==> config.mk <==
export PLATFORM = sky130hd
export DESIGN_NAME = hpt_queue
export DESIGN_NICKNAME = d
export VERILOG_FILES = /design/src/rtl/core/hpt_pkg.sv /design/src/rtl/core/hpt_queue.sv
export VERILOG_INCLUDE_DIRS = /design/src /design/src/rtl/core
export SDC_FILE = /design/constraint.sdc
export NUM_CORES = 1
export LEC_CHECK = 0
export ABC_CLOCK_PERIOD_IN_PS = 10700
export BUFFER_PORTS_ARGS = -buffer_cell sky130_fd_sc_hd__buf_2
export CORE_MARGIN = 2
export CORE_UTILIZATION = 40
export DETAILED_ROUTE_END_ITERATION = 10
export RECOVER_POWER = 25
export SYNTH_ARGS = -nofsm -noshare
export SYNTH_HDL_FRONTEND = slang
export SYNTH_SLANG_ARGS = --single-unit
export TNS_END_PERCENT = 30
==> constraint.sdc <==
create_clock -name clk -period 10.7 [get_ports clk]
set_input_delay 2.14 -clock clk [delete_from_list [all_inputs] [get_ports clk]]
set_output_delay 2.14 -clock clk [all_outputs]
set_load 0.02 [all_outputs]
==> src/rtl/core/assert_macros.svh <==
// Assertion helpers shared by the core modules.
`ifndef ASSERT_MACROS_SVH
`define ASSERT_MACROS_SVH

// Checked on every clock edge outside reset.
`define HPT_ASSERT(name, prop, msg) \
    name: assert property (@(posedge clk) disable iff (!rst_n) prop) else $error(msg);

// Checked on every clock edge, reset included.
`define HPT_ASSERT_ALWAYS(name, prop, msg) \
    name: assert property (@(posedge clk) prop) else $error(msg);

`endif

==> src/rtl/core/hpt_pkg.sv <==
// ----------------------------------------------------------------------------
// hpt_pkg
// Shared types and constants of the homogeneous point transform core.
// ----------------------------------------------------------------------------
package hpt_pkg;

    localparam int HPT_DATA_WIDTH  = 32;
    localparam int HPT_FRAC_BITS   = 16;
    localparam int HPT_QUEUE_DEPTH = 4;
    localparam int HPT_INDEX_BITS  = 4;
    localparam int HPT_ELEMENTS    = 16;

    typedef enum logic {
        OP_LOAD  = 1'b0,
        OP_XFORM = 1'b1
    } opcode_t;

    typedef struct packed {
        logic full;
        logic empty;
    } queue_status_t;

endpackage

==> src/rtl/core/hpt_queue.sv <==
// ----------------------------------------------------------------------------
// hpt_queue
// Small register queue carrying transform requests from front to back.
// ----------------------------------------------------------------------------
`include "assert_macros.svh"

module hpt_queue
    import hpt_pkg::*;
#(
    parameter int WIDTH = 3 * HPT_DATA_WIDTH,
    parameter int DEPTH = HPT_QUEUE_DEPTH
)
(
    input  logic             clk,
    input  logic             rst_n,
    input  logic             push,
    input  logic [WIDTH-1:0] push_data,
    input  logic             pop,
    output logic [WIDTH-1:0] pop_data,
    output queue_status_t    status
);

    localparam int PTR_W = (DEPTH > 1) ? $clog2(DEPTH) : 1;
    localparam int CNT_W = $clog2(DEPTH + 1);

    logic [WIDTH-1:0] mem_reg [DEPTH];
    logic [PTR_W-1:0] wr_ptr_reg, wr_ptr_next;
    logic [PTR_W-1:0] rd_ptr_reg, rd_ptr_next;
    logic [CNT_W-1:0] count_reg, count_next;
    logic             do_push, do_pop;

    assign status.full  = (count_reg == CNT_W'(DEPTH));
    assign status.empty = (count_reg == '0);
    assign do_push      = push && !status.full;
    assign do_pop       = pop && !status.empty;
    assign pop_data     = mem_reg[rd_ptr_reg];

    always_comb
    begin
        wr_ptr_next = wr_ptr_reg;
        rd_ptr_next = rd_ptr_reg;
        if (do_push)
        begin
            wr_ptr_next = (wr_ptr_reg == PTR_W'(DEPTH - 1)) ? '0 : wr_ptr_reg + 1'b1;
        end
        if (do_pop)
        begin
            rd_ptr_next = (rd_ptr_reg == PTR_W'(DEPTH - 1)) ? '0 : rd_ptr_reg + 1'b1;
        end
        count_next = count_reg + CNT_W'(do_push) - CNT_W'(do_pop);
    end

    always_ff @(posedge clk or negedge rst_n)
    begin
        if (!rst_n)
        begin
            wr_ptr_reg <= '0;
            rd_ptr_reg <= '0;
            count_reg  <= '0;
        end
        else
        begin
            wr_ptr_reg <= wr_ptr_next;
            rd_ptr_reg <= rd_ptr_next;
            count_reg  <= count_next;
        end
    end

    always_ff @(posedge clk)
    begin
        if (do_push)
        begin
            mem_reg[wr_ptr_reg] <= push_data;
        end
    end

    `HPT_ASSERT_ALWAYS(a_count_bound, count_reg <= CNT_W'(DEPTH), "queue count above depth")

endmodule

==> flow_metrics.tcl <==
set metrics [dict create \
    p_per_area_nw_per_um2 292 \
    cp-end-kind "primary output" \
    hold_class "reg -> reg" \
    worstPathArrival_ps 2830 \
    die_y_um 193 \
    fillCellCount 2927 \
    drt-wirelength-per-cell_um 21.4 \
    layout_min_cycle_time_ps 4970 \
    crit_fanout 60 \
    netlist_top_cells_area "edfxtp_1 (81%), mux4_2 (15%), dfrtp_1 (1.2%), ha_1 (0.61%), buf_4 (0.32%)" \
    cp-start-kind "flip-flop" \
    slew_headroom 0.333 \
    avgViaCountPerCell 5.02 \
    path_class "reg -> out" \
    coreArea_sq_um 35400 \
    wl_um 27100 \
    synth_nets 649 \
    syn_inst 541 \
    synth_top_area_frac 0.807 \
    yosys.cell_types.count 22 \
    max-vdd-ir-drop_mv 0.176 \
    cp.required_ps 8560 \
    grt.met2_usage 0.265 \
    vias 6340 \
    tns_ps 0 \
    cts_hold_buf 0 \
    fin_area_sq_um 17000 \
    finalHoldViolations 0 \
    p_total_mw 4.97 \
    yosysWarnings 0 \
    max_slew.worst_pin.slew_ps 1000 \
    nNetsFinal 874 \
    cts_resized 0 \
    clk_pin_slew_worst_paths_ps 60 \
    worstHoldStart "count_reg[0]" \
    grt_util_met3 0.0306 \
    port-buffer-count 197 \
    layout-drive-gt1-share 0.380 \
    skew_ps 14.6 \
    holdWs_ps 585 \
    synth-seq-area-share 0.820 \
    critPathLaunch "rd_ptr_reg[1]" \
    async_flop_share 0.0179 \
    start_util 0.403 \
    grt_max_degree 66 \
    cts_setup_buffers 0 \
    pre_cts_slack_ps 6120 \
    leakage_nw 5.63 \
    synth_edf_count 384 \
    rsz0062_at_grt "no" \
    cts_buffers 41 \
    maxCapViolations 0 \
    ys_seq_elements 391 \
    row_count 69 \
    period_share 0.464 \
    ios 198 \
    cts_root_buffer "clkbuf_16" \
    syn_area_per_cell_sq_um 26.4 \
    overflow 0 \
    utilization 0.480 \
    insertion_delay_ps 520 \
    dp_hpwl_um 16300 \
    setup_ws_ps 5730 \
    yosysTopAreaCell "edfxtp_1" \
    place_inst 1184 \
    cts_sinks 391 \
    grt.total_usage 0.145 \
    die-area_sq_um 37200 \
    synth_area_sq_um 14300 \
    use_met1 0.172 \
    ant_nets 0 \
    drt-initial-drc-count 299 \
    cts_tree "done" \
    clk_path_buf_depth 3 \
    die_w_um 193 \
    synth_common_cells "edfxtp_1 (384), mux4_2 (96)" \
    clock.fmax_mhz 201 \
    r2r_slack_ps 7840 \
    grt-busiest-layer "met2" \
    yosysMostFrequentCell "edfxtp_1" \
    grt_first_pass_wirelength_um 40200 \
    status "complete, no violations" \
    r2r_cells 4 \
    dpl-instance-area_sq_um 15800 \
    antenna_found_initial 3 \
    grt_pass1_vias 7024 \
    first_pass_iters 4 \
    ys.flop_type "edfxtp_1" \
    timing.rr.start "count_reg[2]" \
    finalNonFillerCells 1263 \
    area_growth_pct 19.0 \
    largest_reg_flops 384 \
    hold_depth 1 \
    finalSetupViolations 0 \
    maxSlewViolCount 0 \
    place_congestion 0.707 \
    drc 0 \
    h-tree-depth 2 \
]
worst max-delay path, cell delays in order, from the launching register on:
cell	delay, ps
dfrtp_4	790
buf_4	800
mux4_2	460
buf_2	190
report_power, final:
part           switching [mW]  internal, mW  total (mW)
sequential              0.107          2.02        2.13
combinational           0.891         0.594        1.49
clock                   0.543         0.814        1.36
layer usage:
metal | vias up | wire length (um)
met4 | 2 | 566
met3 | 44 | 1470
met1 | 3334 | 10400
met2 | 176 | 14600
li1 | 2784 | -
met5 | - | 13
cell type report:
class,count,area [sq um],area share
sequential,391,11700,0.689
multi-input combinational,121,2400,0.141
clock buffer,55,1130,0.0666
timing repair buffer,204,961,0.0565
tap,461,577,0.0339
clock inverter,21,175,0.0103
inverter,7,26.3,0.00155
antenna,3,7.51,0.000442
final timing paths:
kind,to
max,pop_data[20]
min,count_reg[0]
max reg2reg,mem_reg[3][71]
min reg2reg,count_reg[0]
max in group asynchronous,rd_ptr_reg[0]
min in group asynchronous,wr_ptr_reg[0]
layout by cell type (no fill, tap or decap):
| cell type | synthesis | routed |
|---|---|---|
| clkinv_2 | 0 | 7 |
| inv_6 | 0 | 1 |
| edfxtp_1 | 384 | 384 |
| nor2_1 | 2 | 2 |
| nor3_1 | 1 | 1 |
| buf_2 | 7 | 135 |
| xnor2_1 | 2 | 2 |
| mux2_2 | 3 | 3 |
| nor3b_2 | 1 | 1 |
| clkbuf_8 | 0 | 1 |
| dfrtp_1 | 7 | 5 |
| nor2b_1 | 1 | 1 |
| clkbuf_16 | 0 | 43 |
| clkinvlp_4 | 0 | 1 |
| fa_1 | 1 | 1 |
| dfrtp_4 | 0 | 2 |
| mux4_2 | 96 | 96 |
| nand2_1 | 1 | 1 |
| clkbuf_1 | 5 | 73 |
| o22ai_1 | 1 | 1 |
| ha_1 | 7 | 7 |
| bufinv_16 | 0 | 3 |
| nand2b_1 | 1 | 1 |
| inv_1 | 7 | 7 |
| diode_2 | 0 | 3 |
| buf_4 | 6 | 7 |
| and2_4 | 0 | 4 |
| clkinv_1 | 0 | 9 |
logic make-up (layout without fill, tap and decap cells):
group / count (synthesis) / in the layout / share of synthesized area
other: 0 / 3 / 0
buffers and inverters: 29 / 287 / 0.0128
xor gates and xnor gates: 2 / 2 / 0.00123
muxes: 99 / 99 / 0.154
adders and majority gates: 8 / 8 / 0.00753
AOI/OAI and AO/OA: 1 / 1 / 0.000438
DFF: 391 / 391 / 0.820
and+or+nand+nor: 11 / 11 / 0.00464
(Power assumes the default switching activity.)
