## src/rtl/core/assert_macros.svh

```systemverilog
// Assertion helpers shared by the core modules.
`ifndef ASSERT_MACROS_SVH
`define ASSERT_MACROS_SVH

// Checked on every clock edge outside reset.
`define HPT_ASSERT(name, prop, msg) \
    name: assert property (@(posedge clk) disable iff (!rst_n) prop) else $error(msg);

// Checked on every clock edge, reset included.
`define HPT_ASSERT_ALWAYS(name, prop, msg) \
    name: assert property (@(posedge clk) prop) else $error(msg);

`endif

```

## src/rtl/core/hpt_pkg.sv

```systemverilog
// ----------------------------------------------------------------------------
// hpt_pkg
// Shared types and constants of the homogeneous point transform core.
// ----------------------------------------------------------------------------
package hpt_pkg;

    localparam int HPT_DATA_WIDTH  = 32;
    localparam int HPT_FRAC_BITS   = 16;
    localparam int HPT_QUEUE_DEPTH = 4;
    localparam int HPT_INDEX_BITS  = 4;
    localparam int HPT_ELEMENTS    = 16;

    typedef enum logic {
        OP_LOAD  = 1'b0,
        OP_XFORM = 1'b1
    } opcode_t;

    typedef struct packed {
        logic full;
        logic empty;
    } queue_status_t;

endpackage

```

## src/rtl/core/hpt_front.sv

```systemverilog
// ----------------------------------------------------------------------------
// hpt_front
// Takes requests, applies matrix loads and queues transform requests.
// ----------------------------------------------------------------------------
`include "assert_macros.svh"

module hpt_front
    import hpt_pkg::*;
#(
    parameter int DATA_WIDTH = HPT_DATA_WIDTH,
    parameter int FRAC_BITS  = HPT_FRAC_BITS
)
(
    input  logic                          clk,
    input  logic                          rst_n,
    input  logic                          in_valid,
    output logic                          in_ready,
    input  opcode_t                       in_op,
    input  logic [HPT_INDEX_BITS-1:0]     in_index,
    input  logic [DATA_WIDTH-1:0]         in_value,
    input  logic [3*DATA_WIDTH-1:0]       in_point,
    input  queue_status_t                 q_status,
    output logic                          q_push,
    output logic [3*DATA_WIDTH-1:0]       q_data,
    output logic signed [DATA_WIDTH-1:0]  matrix [HPT_ELEMENTS]
);

    localparam logic [DATA_WIDTH-1:0] ONE = DATA_WIDTH'(1) << FRAC_BITS;

    logic                          hold_valid_reg;
    opcode_t                       hold_op_reg;
    logic [HPT_INDEX_BITS-1:0]     hold_index_reg;
    logic [DATA_WIDTH-1:0]         hold_value_reg;
    logic [3*DATA_WIDTH-1:0]       hold_point_reg;
    logic signed [DATA_WIDTH-1:0]  matrix_reg [HPT_ELEMENTS];
    logic                          issue, load_issue;

    // A load waits for the queue to drain so queued points see the old matrix.
    assign q_push     = hold_valid_reg && (hold_op_reg == OP_XFORM) && !q_status.full;
    assign load_issue = hold_valid_reg && (hold_op_reg == OP_LOAD) && q_status.empty;
    assign issue      = q_push || load_issue;
    assign in_ready   = !hold_valid_reg || issue;
    assign q_data     = hold_point_reg;
    assign matrix     = matrix_reg;

    always_ff @(posedge clk or negedge rst_n)
    begin
        if (!rst_n)
        begin
            hold_valid_reg <= 1'b0;
        end
        else if (in_ready)
        begin
            hold_valid_reg <= in_valid;
        end
    end

    always_ff @(posedge clk)
    begin
        if (in_ready && in_valid)
        begin
            hold_op_reg    <= in_op;
            hold_index_reg <= in_index;
            hold_value_reg <= in_value;
            hold_point_reg <= in_point;
        end
    end

    always_ff @(posedge clk or negedge rst_n)
    begin
        if (!rst_n)
        begin
            for (int k = 0; k < HPT_ELEMENTS; k++)
            begin
                matrix_reg[k] <= (k % 5 == 0) ? ONE : '0;
            end
        end
        else if (load_issue)
        begin
            matrix_reg[hold_index_reg] <= hold_value_reg;
        end
    end

    `HPT_ASSERT(a_load_on_empty, load_issue |-> q_status.empty && !q_push, "load while queue busy")

endmodule

```

## config.mk

```make
export PLATFORM = sky130hd
export DESIGN_NAME = hpt_front
export DESIGN_NICKNAME = d
export VERILOG_FILES = /design/src/rtl/core/hpt_pkg.sv /design/src/rtl/core/hpt_front.sv
export VERILOG_INCLUDE_DIRS = /design/src /design/src/rtl/core
export SDC_FILE = /design/constraint.sdc
export NUM_CORES = 1
export LEC_CHECK = 0
export BUFFER_PORTS_ARGS = -buffer_cell sky130_fd_sc_hd__clkbuf_2
export CAP_MARGIN = 20
export CORE_AREA = 2 2 295 297
export CTS_BUF_LIST = sky130_fd_sc_hd__clkbuf_8
export DETAILED_ROUTE_END_ITERATION = 10
export DIE_AREA = 0 0 297 299
export SLEW_MARGIN = 20
export SYNTH_ARGS = -nofsm -noshare
export SYNTH_HDL_FRONTEND = slang
export SYNTH_SLANG_ARGS = --single-unit
```

## constraint.sdc

```tcl
create_clock -name clk -period 5.5 [get_ports clk]
set_input_delay 0.275 -clock clk [delete_from_list [all_inputs] [get_ports clk]]
set_output_delay 0.275 -clock clk [all_outputs]
set_load 0.05 [all_outputs]
```

==> results.cfg <==
[clocking]
clock-sinks = 646
clk_pin_slew_ns = 0.06
post_cts.repair.setup_buffers = 0
h-tree-depth = 3
postCtsHoldBufs = 136
clockRootBuffer = clkbuf_8
clock_path_buffers = 3
clock_latency_ns = 0.72
cts_tree = yes
cts_resized = 0
cts_buffers = 108

[logic_synthesis]
synth.top_cell.area_share_pct = 54.2
ys.warnings.count = 0
yosysMostFrequentCell = dfrtp_1
netlist_top_cells_count = 509 x dfrtp_1, 463 x mux2_2, 133 x edfxtp_1
synth-seq-area-share_pct = 71.7
synthTopCellsByArea = dfrtp_1 54%, mux2_2 22%, edfxtp_1 17%
synth_top_flop_cell = dfrtp_1
async_reset_ff_share_pct = 79.4
yosysUniqueCellTypes = 26
synth_edf_count = 133
yosys.area.top_type = dfrtp_1
synth-seq-cells = 646
syn_inst = 1276
synth_nets = 1414
avgSynthCellArea_um2 = 18.4
syn_area_um2 = 23500

[routing]
route.antenna.remaining_nets = 0
drt_iter0_drc = 635
dr.pass1.iters = 4
viasPerCell = 4.33
vias = 14900
drc = 0
drt-total-wl_mm = 75.9
wl_per_cell_um = 22.0

[global_routing]
grt_pass1_wl_mm = 110
grt_usage_pct = 16.8
grt_pass1_vias = 16200
antenna_found_initial = 12
grt_overflow_total = 0
grt_start_max_net_pins = 158

[timing]
tns_ns = 0
max_freq_ghz = 0.324
drv_slew = 0
min_period_over_period_pct = 56.1
setup_viol = 0
rsz0062_at_grt = false
period_minus_slack_ns = 3.09
max-slew-margin-rel_pct = 30.1
finClkSkew_ns = 0.0304
holdWs_ns = 0.218
worstMarginPinSlew_ns = 1.05
hold_violations = 0

[finish]
drive_gt1_share_pct = 63.3
nets = 2340
fin_cells = 3452
area_growth_pct = 36.5
fin_area_um2 = 32000
fillers = 8203
largest_register_ffs = 512

[pwr]
p_comb_share_pct = 30.1
power_leakage_nw = 16.0
seq_power_share_pct = 41.0
clock_power_share_pct = 28.9
switching_share_pct = 39.3
peakVddDrop_uv = 279
total_power_w = 0.0151
p_per_area_nw_per_um2 = 470
p_switching_w = 0.00591
p_int_w = 0.00914

[placed_design]
portBuffers = 747
place_area_um2 = 28400
hpwl_mm = 51.3
routabilityCongestion = 0.854
placedCellCount = 3111

[floorplan]
core_area_um2 = 85900
rows = 108
io_pins = 748
die_area_um2 = 88800
initial_core_util_pct = 27.3
die_h_um = 299
die_w_um = 297

[outcome]
outcome = complete, no violations

[worst_setup_path]
worstPathArrival_ns = 3.68
cp.required_ns = 6.09
path_class = register to register
cp_max_fo = 21
endpoint_kind = register
worst_setup_path_start_kind = register

[worst_hold_path]
hold_path_class = input pin to async pin

[flow_run]
cap_violations = 0
==> stage by stage <==
step	worst slack, ns	util (%)
2_1_floorplan	0.913	-
3_3_place_gp	2.42	33.1
3_5_place_dp	2.33	33.1
4_1_cts	2.30	37.3
5_1_grt	2.20	37.3
6_report	2.41	37.3
==> path summary, 6_finish.rpt <==
check                               endpoint  slack (ns)         from  depth (start not counted)
max                              matrix[454]        2.41  hold_op_reg                          4
max reg2reg                      matrix[454]        2.41  hold_op_reg                          4
max in group asynchronous        matrix[250]        3.78        rst_n                          3
min in group clk           hold_value_reg[8]        0.26  in_value[8]                          2
min                              matrix[364]        0.22        rst_n                          2
min reg2reg                      matrix[421]        0.49  matrix[421]                          1
==> final cells by class <==
class                      count  area [um2]  area share (%)
inverter                       1        3.75          0.0117
clock inverter                77         514            1.60
multi-input combinational    540        6220            19.4
antenna                        3        7.51          0.0234
timing repair buffer         905        5300            16.5
tap                         1155        1450            4.51
clock buffer                 125        1720            5.37
sequential                   646       16800            52.5
==> cells in the final DEF, fill, tap and decap left out, types with 6 or more instances in the layout <==
cell / Yosys / routed
buf_4: 0 / 20
bufinv_16: 0 / 6
clkbuf_2: 1 / 746
clkbuf_8: 0 / 125
clkinv_2: 0 / 15
dfrtp_1: 509 / 509
dlygate4sd3_1: 0 / 136
edfxtp_1: 133 / 133
inv_1: 1 / 43
mux2_1: 7 / 7
mux2_2: 463 / 463
mux2_4: 42 / 42
nor2_4: 0 / 6
==> kinds of logic (layout without fill, tap and decap cells) <==
kind of cell | count (synthesis) | after routing | synth area share [%]
buffers and inverters | 90 | 1108 | 2.18
DFF | 646 | 646 | 71.7
muxes | 512 | 512 | 25.2
other | 0 | 3 | 0
and+or+nand+nor | 28 | 28 | 0.895
==> power by group through the flow <==
stage / Sequential (W) / Combinational [W] / Clock, W
3_5_place_dp: 0.00625 / 0.00449 / 0
2_1_floorplan: 0.00872 / 0.000705 / 0
3_3_place_gp: 0.00621 / 0.00445 / 0
4_1_cts: 0.00617 / 0.00457 / 0.00449
5_1_grt: 0.00626 / 0.00469 / 0.00469
6_report: 0.00617 / 0.00453 / 0.00435
==> per-layer routing <==
layer	wire length [um]	part of all wire, %	track usage (%)	vias to the layer above
met5	39	0.051	0	-
met4	2460	3.2	6.83	6
met3	4990	6.6	4.79	143
met2	37600	50	28.4	568
met1	30700	40	20.0	7766
li1	-	-	-	6458
==> critical path, stage by stage (launching register included) <==
cell       delay [ns]
edfxtp_1         0.41
nand4bb_1        0.68
nor4b_4          1.00
buf_4            0.48
mux2_2           0.38
Note: power is estimated with default switching activity, not from simulation.
